<file path="config.mk">
export PLATFORM = sky130hd
export DESIGN_NAME = string_find_replace_stream_flat
export DESIGN_NICKNAME = d
export VERILOG_FILES = /design/src/rtl/sfr_pkg.sv /design/src/rtl/sfr_stream_if.sv /design/src/rtl/string_find_replace_stream.sv /design/src/rtl/sfr_win_cell.sv /design/src/rtl/sfr_out_cell.sv /design/src/flat_wrapper.sv
export SDC_FILE = /design/constraint.sdc
export NUM_CORES = 2
export LEC_CHECK = 0
export BUFFER_PORTS_ARGS = -buffer_cell sky130_fd_sc_hd__buf_2
export CAP_MARGIN = 20
export CORE_MARGIN = 3
export CORE_UTILIZATION = 55
export CTS_CLUSTER_SIZE = 28
export DETAILED_ROUTE_END_ITERATION = 8
export PLACE_DENSITY_LB_ADDON = 0.12
export SETUP_SLACK_MARGIN = 0.5
export SLEW_MARGIN = 5
export SYNTH_ARGS = -nofsm -noshare
export SYNTH_HDL_FRONTEND = slang
export SYNTH_HIERARCHICAL = 1
export SYNTH_SLANG_ARGS = --single-unit
</file>
<file path="constraint.sdc">
create_clock -name clk -period 8.3 [get_ports clk]
set_input_delay 1.245 -clock clk [delete_from_list [all_inputs] [get_ports clk]]
set_output_delay 1.245 -clock clk [all_outputs]
set_load 0.01 [all_outputs]
</file>
<file path="src/rtl/sfr_pkg.sv">
`timescale 1ns / 1ps
`default_nettype none

package sfr_pkg;

	// Default sizes
	localparam int SFR_MAX_PATTERN     = 8;
	localparam int SFR_MAX_REPLACEMENT = 8;
	localparam int SFR_LIMIT_WIDTH     = 32;

	// Configuration port
	localparam int CFG_DATA_W  = 64;
	localparam int CFG_IDX_W   = 3;
	localparam int LEN_W       = 4;
	localparam int CFG_LIMIT_W = 32;

	// Register indexes
	localparam logic [CFG_IDX_W-1:0] REG_PATTERN_BYTES     = 3'd0;
	localparam logic [CFG_IDX_W-1:0] REG_PATTERN_LENGTH    = 3'd1;
	localparam logic [CFG_IDX_W-1:0] REG_REPLACEMENT_BYTES = 3'd2;
	localparam logic [CFG_IDX_W-1:0] REG_REPLACEMENT_LEN   = 3'd3;
	localparam logic [CFG_IDX_W-1:0] REG_LIMIT_ENABLED     = 3'd4;
	localparam logic [CFG_IDX_W-1:0] REG_REPLACE_LIMIT     = 3'd5;

	// One result item as held in the output queue
	typedef struct packed {
		logic [7:0] ob;
		logic       has;
		logic       eos;
	} res_entry_t;

endpackage

`default_nettype wire

</file>
<file path="src/rtl/sfr_stream_if.sv">
`timescale 1ns / 1ps
`default_nettype none

// Input channel: one byte or an end-of-string mark per item
interface sfr_feed_if;
	logic       valid;
	logic       ready;
	logic       func;
	logic [7:0] in_byte;

	modport source (output valid, output func, output in_byte, input ready);
	modport sink (input valid, input func, input in_byte, output ready);
endinterface

// Result channel
interface sfr_result_if;
	logic       valid;
	logic       ready;
	logic [7:0] out_byte;
	logic       has_byte;
	logic       end_of_string;

	modport source (output valid, output out_byte, output has_byte, output end_of_string,
		input ready);
	modport sink (input valid, input out_byte, input has_byte, input end_of_string,
		output ready);
endinterface

`default_nettype wire

</file>
<file path="src/rtl/string_find_replace_stream.sv">
// Streaming find and replace with a replacement count limit.
// Channel feed takes one item per byte (func = 0) and one end item (func = 1)
// that closes the string. Channel result gives the output string one byte per
// item; end_of_string marks its last item, and an item with has_byte = 0 stands
// for an empty result string. The configuration port (wr_en, wr_index, wr_data)
// is written between strings; a string uses the values present at its first item.
// Results of an accepted item are loaded into the registered result queue cells.
// Throughput: one item per cycle while each item gives at most one result and
// the receiver takes every result. An item giving n results (a replacement
// burst or a window flush, up to nine) loads them into the queue together;
// feed is ready while at most one result is pending.
// Matching is resolved in the same cycle the byte is accepted, across the row of
// window cells, so a byte never waits for a later cycle to decide.
// Reset clears the configuration, empties the window and the result queue.
// When the receiver stalls, the head result holds and feed drops ready as soon
// as two results are pending.
`timescale 1ns / 1ps
`default_nettype none

module string_find_replace_stream
	import sfr_pkg::*;
#(
	parameter int MAX_PATTERN     = SFR_MAX_PATTERN,
	parameter int MAX_REPLACEMENT = SFR_MAX_REPLACEMENT,
	parameter int LIMIT_WIDTH     = SFR_LIMIT_WIDTH
) (
	input  wire                  clk,
	input  wire                  arst_n,
	sfr_feed_if.sink             feed,
	sfr_result_if.source         result,
	input  wire                  wr_en,
	input  wire  [CFG_IDX_W-1:0] wr_index,
	input  wire  [CFG_DATA_W-1:0] wr_data
);

	localparam int FILL_W = $clog2(MAX_PATTERN + 1);
	localparam int LOAD_N = (MAX_PATTERN > MAX_REPLACEMENT) ? MAX_PATTERN : MAX_REPLACEMENT + 1;
	localparam int QN     = LOAD_N + 1;
	localparam int CNT_W  = $clog2(QN + 1);

	// Configuration registers
	logic [63:0]            pattern_bytes_q;
	logic [LEN_W-1:0]       pattern_length_q;
	logic [63:0]            replacement_bytes_q;
	logic [LEN_W-1:0]       replacement_length_q;
	logic                   limit_enabled_q;
	logic [CFG_LIMIT_W-1:0] replace_limit_q;

	always_ff @(posedge clk or negedge arst_n) begin
		if (!arst_n) begin
			pattern_bytes_q      <= '0;
			pattern_length_q     <= '0;
			replacement_bytes_q  <= '0;
			replacement_length_q <= '0;
			limit_enabled_q      <= 1'b0;
			replace_limit_q      <= '0;
		end else if (wr_en) begin
			unique case (wr_index)
				REG_PATTERN_BYTES:     pattern_bytes_q      <= wr_data[63:0];
				REG_PATTERN_LENGTH:    pattern_length_q     <= wr_data[LEN_W-1:0];
				REG_REPLACEMENT_BYTES: replacement_bytes_q  <= wr_data[63:0];
				REG_REPLACEMENT_LEN:   replacement_length_q <= wr_data[LEN_W-1:0];
				REG_LIMIT_ENABLED:     limit_enabled_q      <= wr_data[0];
				REG_REPLACE_LIMIT:     replace_limit_q      <= wr_data[CFG_LIMIT_W-1:0];
				default: begin
				end
			endcase
		end
	end

	// Live values as a new string would see them
	logic [LEN_W-1:0]       live_plen, live_rlen;
	logic [LIMIT_WIDTH-1:0] live_limit;

	assign live_plen = (pattern_length_q > LEN_W'(MAX_PATTERN)) ?
		LEN_W'(MAX_PATTERN) : pattern_length_q;
	assign live_rlen = (replacement_length_q > LEN_W'(MAX_REPLACEMENT)) ?
		LEN_W'(MAX_REPLACEMENT) : replacement_length_q;

	generate
		if (LIMIT_WIDTH >= CFG_LIMIT_W) begin : g_lim_wide
			assign live_limit = LIMIT_WIDTH'(replace_limit_q);
		end else begin : g_lim_sat
			assign live_limit = (|replace_limit_q[CFG_LIMIT_W-1:LIMIT_WIDTH]) ?
				{LIMIT_WIDTH{1'b1}} : replace_limit_q[LIMIT_WIDTH-1:0];
		end
	endgenerate

	// Per-string state
	logic                   started_q;
	logic [FILL_W-1:0]      fill_q;
	logic [LIMIT_WIDTH-1:0] left_q;
	logic [63:0]            cur_pat_q, cur_rep_q;
	logic [LEN_W-1:0]       cur_plen_q, cur_rlen_q;
	logic                   cur_lim_q;

	logic [63:0]            eff_pat, eff_rep;
	logic [LEN_W-1:0]       eff_plen, eff_rlen;
	logic                   eff_lim;
	logic [LIMIT_WIDTH-1:0] eff_left;

	assign eff_pat  = started_q ? cur_pat_q  : pattern_bytes_q;
	assign eff_rep  = started_q ? cur_rep_q  : replacement_bytes_q;
	assign eff_plen = started_q ? cur_plen_q : live_plen;
	assign eff_rlen = started_q ? cur_rlen_q : live_rlen;
	assign eff_lim  = started_q ? cur_lim_q  : limit_enabled_q;
	assign eff_left = started_q ? left_q     : live_limit;

	logic can_rep, ins_mode, is_end;
	assign can_rep  = !eff_lim || (eff_left != '0);
	assign ins_mode = (eff_plen == '0);
	assign is_end   = feed.func;

	// Window cells
	logic [MAX_PATTERN-1:0][7:0]             pat_b;
	logic [MAX_PATTERN-1:0][7:0]             win_b;
	logic [MAX_PATTERN-1:0][MAX_PATTERN-1:0] win_eq;
	logic [MAX_PATTERN-1:0][7:0]             win_d;
	logic                                    win_ld;

	always_comb begin
		for (int j = 0; j < MAX_PATTERN; j++) begin
			pat_b[j] = eff_pat[8*j +: 8];
		end
	end

	generate
		for (genvar c = 0; c < MAX_PATTERN; c++) begin : g_win
			sfr_win_cell #(
				.MAX_PATTERN(MAX_PATTERN)
			) u_cell (
				.clk (clk),
				.ld  (win_ld),
				.d   (win_d[c]),
				.pat (pat_b),
				.q   (win_b[c]),
				.eq  (win_eq[c])
			);
		end
	endgenerate

	// Window with the new byte appended
	logic [FILL_W-1:0]          f1;
	logic [LOAD_N-1:0][7:0]     wn;
	logic [MAX_PATTERN-1:0]     nb_eq;

	assign f1 = fill_q + FILL_W'(1);

	generate
		for (genvar i = 0; i < LOAD_N; i++) begin : g_wn
			if (i < MAX_PATTERN) begin : g_in
				assign wn[i] = (FILL_W'(i) < fill_q) ? win_b[i] : feed.in_byte;
			end else begin : g_out
				assign wn[i] = feed.in_byte;
			end
		end
	endgenerate

	// Prefix test at every shift of the extended window
	logic [MAX_PATTERN-1:0][MAX_PATTERN-1:0] weq;
	logic [MAX_PATTERN-1:0]                  pre;
	logic [FILL_W-1:0]                       kmin, ksel;
	logic                                    rep_match;

	always_comb begin
		for (int j = 0; j < MAX_PATTERN; j++) begin
			nb_eq[j] = (feed.in_byte == pat_b[j]);
		end
		for (int i = 0; i < MAX_PATTERN; i++) begin
			for (int j = 0; j < MAX_PATTERN; j++) begin
				weq[i][j] = (FILL_W'(i) < fill_q) ? win_eq[i][j] : nb_eq[j];
			end
		end
		for (int k = 0; k < MAX_PATTERN; k++) begin
			pre[k] = 1'b1;
			for (int j = 0; j < MAX_PATTERN; j++) begin
				if ((k + j < MAX_PATTERN) && (FILL_W'(k + j) < f1)) begin
					pre[k] = pre[k] & weq[k+j][j];
				end
			end
		end
		kmin = f1;
		for (int k = MAX_PATTERN - 1; k >= 0; k--) begin
			if ((FILL_W'(k) < f1) && pre[k]) begin
				kmin = FILL_W'(k);
			end
		end
	end

	assign ksel      = can_rep ? kmin : f1;
	assign rep_match = !ins_mode && (LEN_W'(f1) == eff_plen) && can_rep && pre[0];

	// Shifted window after releasing ksel bytes
	generate
		for (genvar c = 0; c < MAX_PATTERN; c++) begin : g_wd
			always_comb begin
				win_d[c] = feed.in_byte;
				for (int s = 0; s < MAX_PATTERN - c; s++) begin
					if (ksel == FILL_W'(s)) begin
						win_d[c] = wn[c+s];
					end
				end
			end
		end
	endgenerate

	// Result items of the current input item
	logic                          use_rep;
	logic [LEN_W-1:0]              rl;
	logic [CNT_W-1:0]              n_raw, n_res;
	res_entry_t [QN-1:0]           load_e;
	logic [7:0]                    eb;

	always_comb begin
		use_rep = 1'b0;
		rl      = '0;
		n_raw   = '0;
		if (is_end) begin
			if (ins_mode) begin
				use_rep = 1'b1;
				rl      = can_rep ? eff_rlen : '0;
				n_raw   = CNT_W'(rl);
			end else begin
				n_raw = CNT_W'(fill_q);
			end
		end else if (ins_mode) begin
			use_rep = 1'b1;
			rl      = can_rep ? eff_rlen : '0;
			n_raw   = CNT_W'(rl) + CNT_W'(1);
		end else if (rep_match) begin
			use_rep = 1'b1;
			rl      = eff_rlen;
			n_raw   = CNT_W'(eff_rlen);
		end else begin
			n_raw = CNT_W'(ksel);
		end

		load_e = '0;
		for (int i = 0; i < LOAD_N; i++) begin
			if (use_rep) begin
				eb = (LEN_W'(i) < rl) ? eff_rep[8*(i%8) +: 8] : feed.in_byte;
			end else begin
				eb = wn[i];
			end
			load_e[i].ob  = eb;
			load_e[i].has = 1'b1;
			load_e[i].eos = is_end && (CNT_W'(i) == n_raw - CNT_W'(1));
		end

		n_res = n_raw;
		// Empty result string: one marker item
		if (is_end && (n_raw == '0)) begin
			load_e[0].ob  = 8'h00;
			load_e[0].has = 1'b0;
			load_e[0].eos = 1'b1;
			n_res         = CNT_W'(1);
		end
	end

	// Result queue
	logic [CNT_W-1:0]   cnt_q, base;
	logic               pop, acc, rep_used;
	res_entry_t [QN-1:0] q_e;
	logic [QN-1:0]      q_ld;

	assign result.valid = (cnt_q != '0);
	assign pop          = result.valid && result.ready;
	assign feed.ready   = (cnt_q <= CNT_W'(1));
	assign acc          = feed.valid && feed.ready;
	assign base         = ((cnt_q == CNT_W'(1)) && !pop) ? CNT_W'(1) : '0;
	assign win_ld       = acc && !is_end;
	assign rep_used     = acc && ((ins_mode && can_rep) || (!is_end && rep_match));

	generate
		for (genvar c = 0; c < QN; c++) begin : g_q
			res_entry_t d_load, d_next;

			assign q_ld[c] = acc && (CNT_W'(c) >= base) && (CNT_W'(c) < base + n_res);

			if (c == 0) begin : g_head
				assign d_load = load_e[0];
			end else begin : g_body
				assign d_load = (base != '0) ? load_e[c-1] : load_e[c];
			end

			if (c == QN - 1) begin : g_tail
				assign d_next = '0;
			end else begin : g_mid
				assign d_next = q_e[c+1];
			end

			sfr_out_cell u_cell (
				.clk    (clk),
				.ld     (q_ld[c]),
				.shift  (pop),
				.d_load (d_load),
				.d_next (d_next),
				.q      (q_e[c])
			);
		end
	endgenerate

	assign result.out_byte      = q_e[0].ob;
	assign result.has_byte      = q_e[0].has;
	assign result.end_of_string = q_e[0].eos;

	// Control state
	always_ff @(posedge clk or negedge arst_n) begin
		if (!arst_n) begin
			cnt_q     <= '0;
			started_q <= 1'b0;
			fill_q    <= '0;
			left_q    <= '0;
		end else begin
			cnt_q <= cnt_q - (pop ? CNT_W'(1) : '0) + (acc ? n_res : '0);
			if (acc) begin
				left_q <= eff_left - ((rep_used && eff_lim) ? LIMIT_WIDTH'(1) : '0);
				if (is_end) begin
					started_q <= 1'b0;
					fill_q    <= '0;
				end else begin
					started_q <= 1'b1;
					if (ins_mode || rep_match) begin
						fill_q <= '0;
					end else begin
						fill_q <= f1 - ksel;
					end
				end
			end
		end
	end

	// Configuration captured at string start
	always_ff @(posedge clk or negedge arst_n) begin
		if (!arst_n) begin
			cur_pat_q  <= '0;
			cur_rep_q  <= '0;
			cur_plen_q <= '0;
			cur_rlen_q <= '0;
			cur_lim_q  <= 1'b0;
		end else if (acc && !started_q) begin
			cur_pat_q  <= pattern_bytes_q;
			cur_rep_q  <= replacement_bytes_q;
			cur_plen_q <= live_plen;
			cur_rlen_q <= live_rlen;
			cur_lim_q  <= limit_enabled_q;
		end
	end

endmodule

`default_nettype wire

</file>
<file path="src/rtl/sfr_win_cell.sv">
`timescale 1ns / 1ps
`default_nettype none

// One byte of the match window, compared against every pattern byte
module sfr_win_cell
	import sfr_pkg::*;
#(
	parameter int MAX_PATTERN = SFR_MAX_PATTERN
) (
	input  wire                             clk,
	input  wire                             ld,
	input  wire  [7:0]                      d,
	input  wire  [MAX_PATTERN-1:0][7:0]     pat,
	output logic [7:0]                      q,
	output logic [MAX_PATTERN-1:0]          eq
);

	logic [7:0] byte_q;

	always_ff @(posedge clk) begin
		if (ld) begin
			byte_q <= d;
		end
	end

	// Match flags for every alignment against the pattern
	always_comb begin
		for (int j = 0; j < MAX_PATTERN; j++) begin
			eq[j] = (byte_q == pat[j]);
		end
	end

	assign q = byte_q;

endmodule

`default_nettype wire

</file>
<file path="src/rtl/sfr_out_cell.sv">
`timescale 1ns / 1ps
`default_nettype none

// One slot of the result queue; shifts toward the head on a pop unless it is loaded
module sfr_out_cell
	import sfr_pkg::*;
(
	input  wire              clk,
	input  wire              ld,
	input  wire              shift,
	input  wire res_entry_t  d_load,
	input  wire res_entry_t  d_next,
	output res_entry_t       q
);

	res_entry_t entry_q;

	always_ff @(posedge clk) begin
		if (ld) begin
			entry_q <= d_load;
		end else if (shift) begin
			entry_q <= d_next;
		end
	end

	assign q = entry_q;

endmodule

`default_nettype wire

</file>
<file path="src/flat_wrapper.sv">
// flat-port wrapper written by rule: the top's interface ports become plain ports
module string_find_replace_stream_flat import sfr_pkg::*;
#(
	parameter int MAX_PATTERN     = SFR_MAX_PATTERN,
	parameter int MAX_REPLACEMENT = SFR_MAX_REPLACEMENT,
	parameter int LIMIT_WIDTH     = SFR_LIMIT_WIDTH
)
  (clk, arst_n, wr_en, wr_index, wr_data, feed_valid, feed_func, feed_in_byte, feed_ready, result_valid, result_out_byte, result_has_byte, result_end_of_string, result_ready);
  sfr_feed_if feed_i ();
  sfr_result_if result_i ();
  input  wire clk;
  input  wire arst_n;
  input  wire wr_en;
  input  wire  [CFG_IDX_W-1:0] wr_index;
  input  wire  [CFG_DATA_W-1:0] wr_data;
  input wire logic [$bits(feed_i.valid)-1:0] feed_valid;
  input wire logic [$bits(feed_i.func)-1:0] feed_func;
  input wire logic [$bits(feed_i.in_byte)-1:0] feed_in_byte;
  output wire logic [$bits(feed_i.ready)-1:0] feed_ready;
  output wire logic [$bits(result_i.valid)-1:0] result_valid;
  output wire logic [$bits(result_i.out_byte)-1:0] result_out_byte;
  output wire logic [$bits(result_i.has_byte)-1:0] result_has_byte;
  output wire logic [$bits(result_i.end_of_string)-1:0] result_end_of_string;
  input wire logic [$bits(result_i.ready)-1:0] result_ready;
  assign feed_i.valid = feed_valid;
  assign feed_i.func = feed_func;
  assign feed_i.in_byte = feed_in_byte;
  assign feed_ready = feed_i.ready;
  assign result_valid = result_i.valid;
  assign result_out_byte = result_i.out_byte;
  assign result_has_byte = result_i.has_byte;
  assign result_end_of_string = result_i.end_of_string;
  assign result_i.ready = result_ready;
  string_find_replace_stream #(.MAX_PATTERN(MAX_PATTERN), .MAX_REPLACEMENT(MAX_REPLACEMENT), .LIMIT_WIDTH(LIMIT_WIDTH)) u_core (.clk(clk), .arst_n(arst_n), .feed(feed_i), .result(result_i), .wr_en(wr_en), .wr_index(wr_index), .wr_data(wr_data));
endmodule
</file>
==> flow_metrics.tcl <==
set metrics [dict create \
    max_freq_ghz 0.138 \
    gp_congestion 0.999 \
    die_h_um 257 \
    cp-end-kind "flop" \
    clock_sinks 511 \
    hold_path_end "u_core/cur_plen_q[1]" \
    min_period_ps 7230 \
    die_area_um2 65900 \
    rsz0062_at_grt "no" \
    cts_root_buf "clkbuf_16" \
    grt_max_degree 180 \
    grt_pass1_vias 25864 \
    criticalPathCategory "reg2reg" \
    slew_viol_final 0 \
    h-tree-depth 2 \
    drt-pass1-iter-count 8 \
    syn2layout_area_growth_pct 7.10 \
    cts.reportedPaths.clkPinSlew_ps 60 \
    dp_hpwl_um 88900 \
    max_slew_margin 0.179 \
    status "finished clean" \
    postRouteAntennaNets 0 \
    fin_nets 3304 \
    synth_cells 3238 \
    r2r_slack_ps 1070 \
    cpMostUsedCell "o21ai_1" \
    antenna_found_initial 6 \
    fin_tns_setup_ps 0 \
    r2r_cells 20 \
    final.setup_skew_ps 42.2 \
    worstSetupStartpointType "flop" \
    synth_area_um2 34600 \
    slowest_stage "dfrtp_4" \
    drtIter0Drc 2998 \
    power.internal_mw 8.86 \
    place_area_um2 35000 \
    p_leak_nw 14.5 \
    hold_depth 2 \
    pwr-share-comb 0.575 \
    required_ps 8540 \
    critPathMaxStageDelay_ps 750 \
    final_area_um2 37000 \
    initial_core_util 0.558 \
    cp.arrival_ps 7470 \
    core_um2 61900 \
    avgSynthCellArea_um2 10.7 \
    cts_inserted_buffers 56 \
    final_util 0.597 \
    rows 91 \
    clkLatencyLatePin_ps 630 \
    min_from "u_core/cur_plen_q[1]" \
    seq_power_share 0.264 \
    fin_crit_sh 0.871 \
    drive_gt1_frac 0.256 \
    grt_usage 0.359 \
    final_cell_mix "mux2_2, dfrtp_1, xnor2_1" \
    nFillCells 5220 \
    ys_warn_count 6 \
    p_total_mw 16.2 \
    hold_violations 0 \
    hp-class "reg2reg" \
    worst_pin_slew_ps 1200 \
    critPathMaxFanout 25 \
    via_per_inst 6.49 \
    ioPinCount 93 \
    crit_path_cell_trace "buf_4 -> mux2_2 -> xor2_1 -> nor4_1 -> a31oi_1 -> a32oi_1 -> nand4_1 -> o31ai_4 -> o21ai_1 -> a211oi_4 -> o21ai_1 -> nor2_1 -> inv_1 -> nand2_1 -> ha_1 -> o211ai_1 -> nor3_2 -> mux2i_2 -> a31o_1 -> or2_1" \
    portBuffers 92 \
    r2r_start "u_core/started_q" \
    post-route-drc-count 0 \
    pwr-share-clk 0.161 \
    switching_share 0.454 \
    num_vias 26548 \
    drv_cap 0 \
    routed_wl_um 121000 \
    ir_worst_vdd_uv 335 \
    die_w_um 257 \
    overflow 0 \
    setup-violations-final 0 \
    cts_max_path_buffers 3 \
    reg2reg_to "u_core/g_q[4].u_cell/q[5]" \
    switchingPower_mw 7.36 \
    layout_commonest_cell "mux2_2" \
    power_density_nw_per_um2 438 \
    wl_per_cell_um 29.7 \
    cts_tree "done" \
    grt_first_pass_wirelength_um 177000 \
]
metal layers:
metal	global-route usage	vias to the layer above	part of all wire
li1	-	11637	-
met1	0.491	13184	0.42
met2	0.550	1409	0.44
met3	0.0677	316	0.088
met4	0.176	2	0.060
met5	0	-	0.000091
flip-flops by register name, indices dropped and copies added (netlist names), 32 cells and up:
| signal | count |
|---|---|
| u_core/live_limit | 32 |
| u_core/left_q | 32 |
| u_core/replacement_bytes_q | 64 |
| u_core/g_q.u_cell/q | 100 |
| u_core/cur_rep_q | 64 |
| u_core/g_win.u_cell/q | 64 |
| u_core/cur_pat_q | 64 |
| u_core/pattern_bytes_q | 64 |
repair_timing:
action,in CTS,in global routing
setup buffers,0,2
resized for setup,0,5
setup endpoints to repair,0,30
hold buffers,0,0
layout make-up:
cell class,instances,area (um2),area share
clock buffer,83,1680,0.0454
sequential,511,13600,0.368
tap,837,1050,0.0283
antenna,2,5.00,0.000135
inverter,36,143,0.00385
clock inverter,22,255,0.00690
timing repair buffer,160,1020,0.0276
multi-input combinational,2438,19200,0.520
how the worst max path moves through the flow:
| stage | startpoint | end | slack [ps] | depth (start not counted) |
|---|---|---|---|---|
| finish | u_core/started_q | u_core/g_q[4].u_cell/q[5] | 1070 | 20 |
| global route | u_core/started_q | u_core/left_q[25] | 610 | 21 |
| CTS | u_core/started_q | u_core/left_q[25] | 610 | 20 |
| detailed placement | feed_in_byte[4] | u_core/left_q[25] | 620 | 19 |
| global placement | feed_in_byte[4] | u_core/left_q[25] | 650 | 19 |
| floorplan | feed_in_byte[1] | u_core/left_q[25] | 1720 | 21 |
worst max-delay path, delay by kind of cell, from the launching register on:
family	cells	cell delay, ps
XOR/XNOR	1	160
multiplexers	2	850
AO/OA/AOI/OAI	8	2440
flip-flops	1	750
AND/OR/NAND/NOR	6	1980
adder cells (fa/ha/maj)	1	170
buffers and inverters	2	470
metrics by stage:
stage          hold slack [ps]  instances  worst slack, ps
2_1_floorplan              450       3253             1720
3_3_place_gp               463       3979              646
3_5_place_dp               470       3979              621
4_1_cts                    483       4084              605
5_1_grt                    500       4087              612
6_report                   482       4089             1070
power by group through the flow:
stage / clock (mW) / combinational [mW] / sequential (mW)
after floorplan: 0 / 6.69 / 4.00
after global placement: 0 / 8.86 / 4.28
after detailed placement: 0 / 8.96 / 4.33
after CTS: 2.64 / 9.00 / 4.29
after global routing: 2.76 / 9.81 / 4.36
final: 2.61 / 9.33 / 4.28
Note: power is estimated with default switching activity, not from simulation.
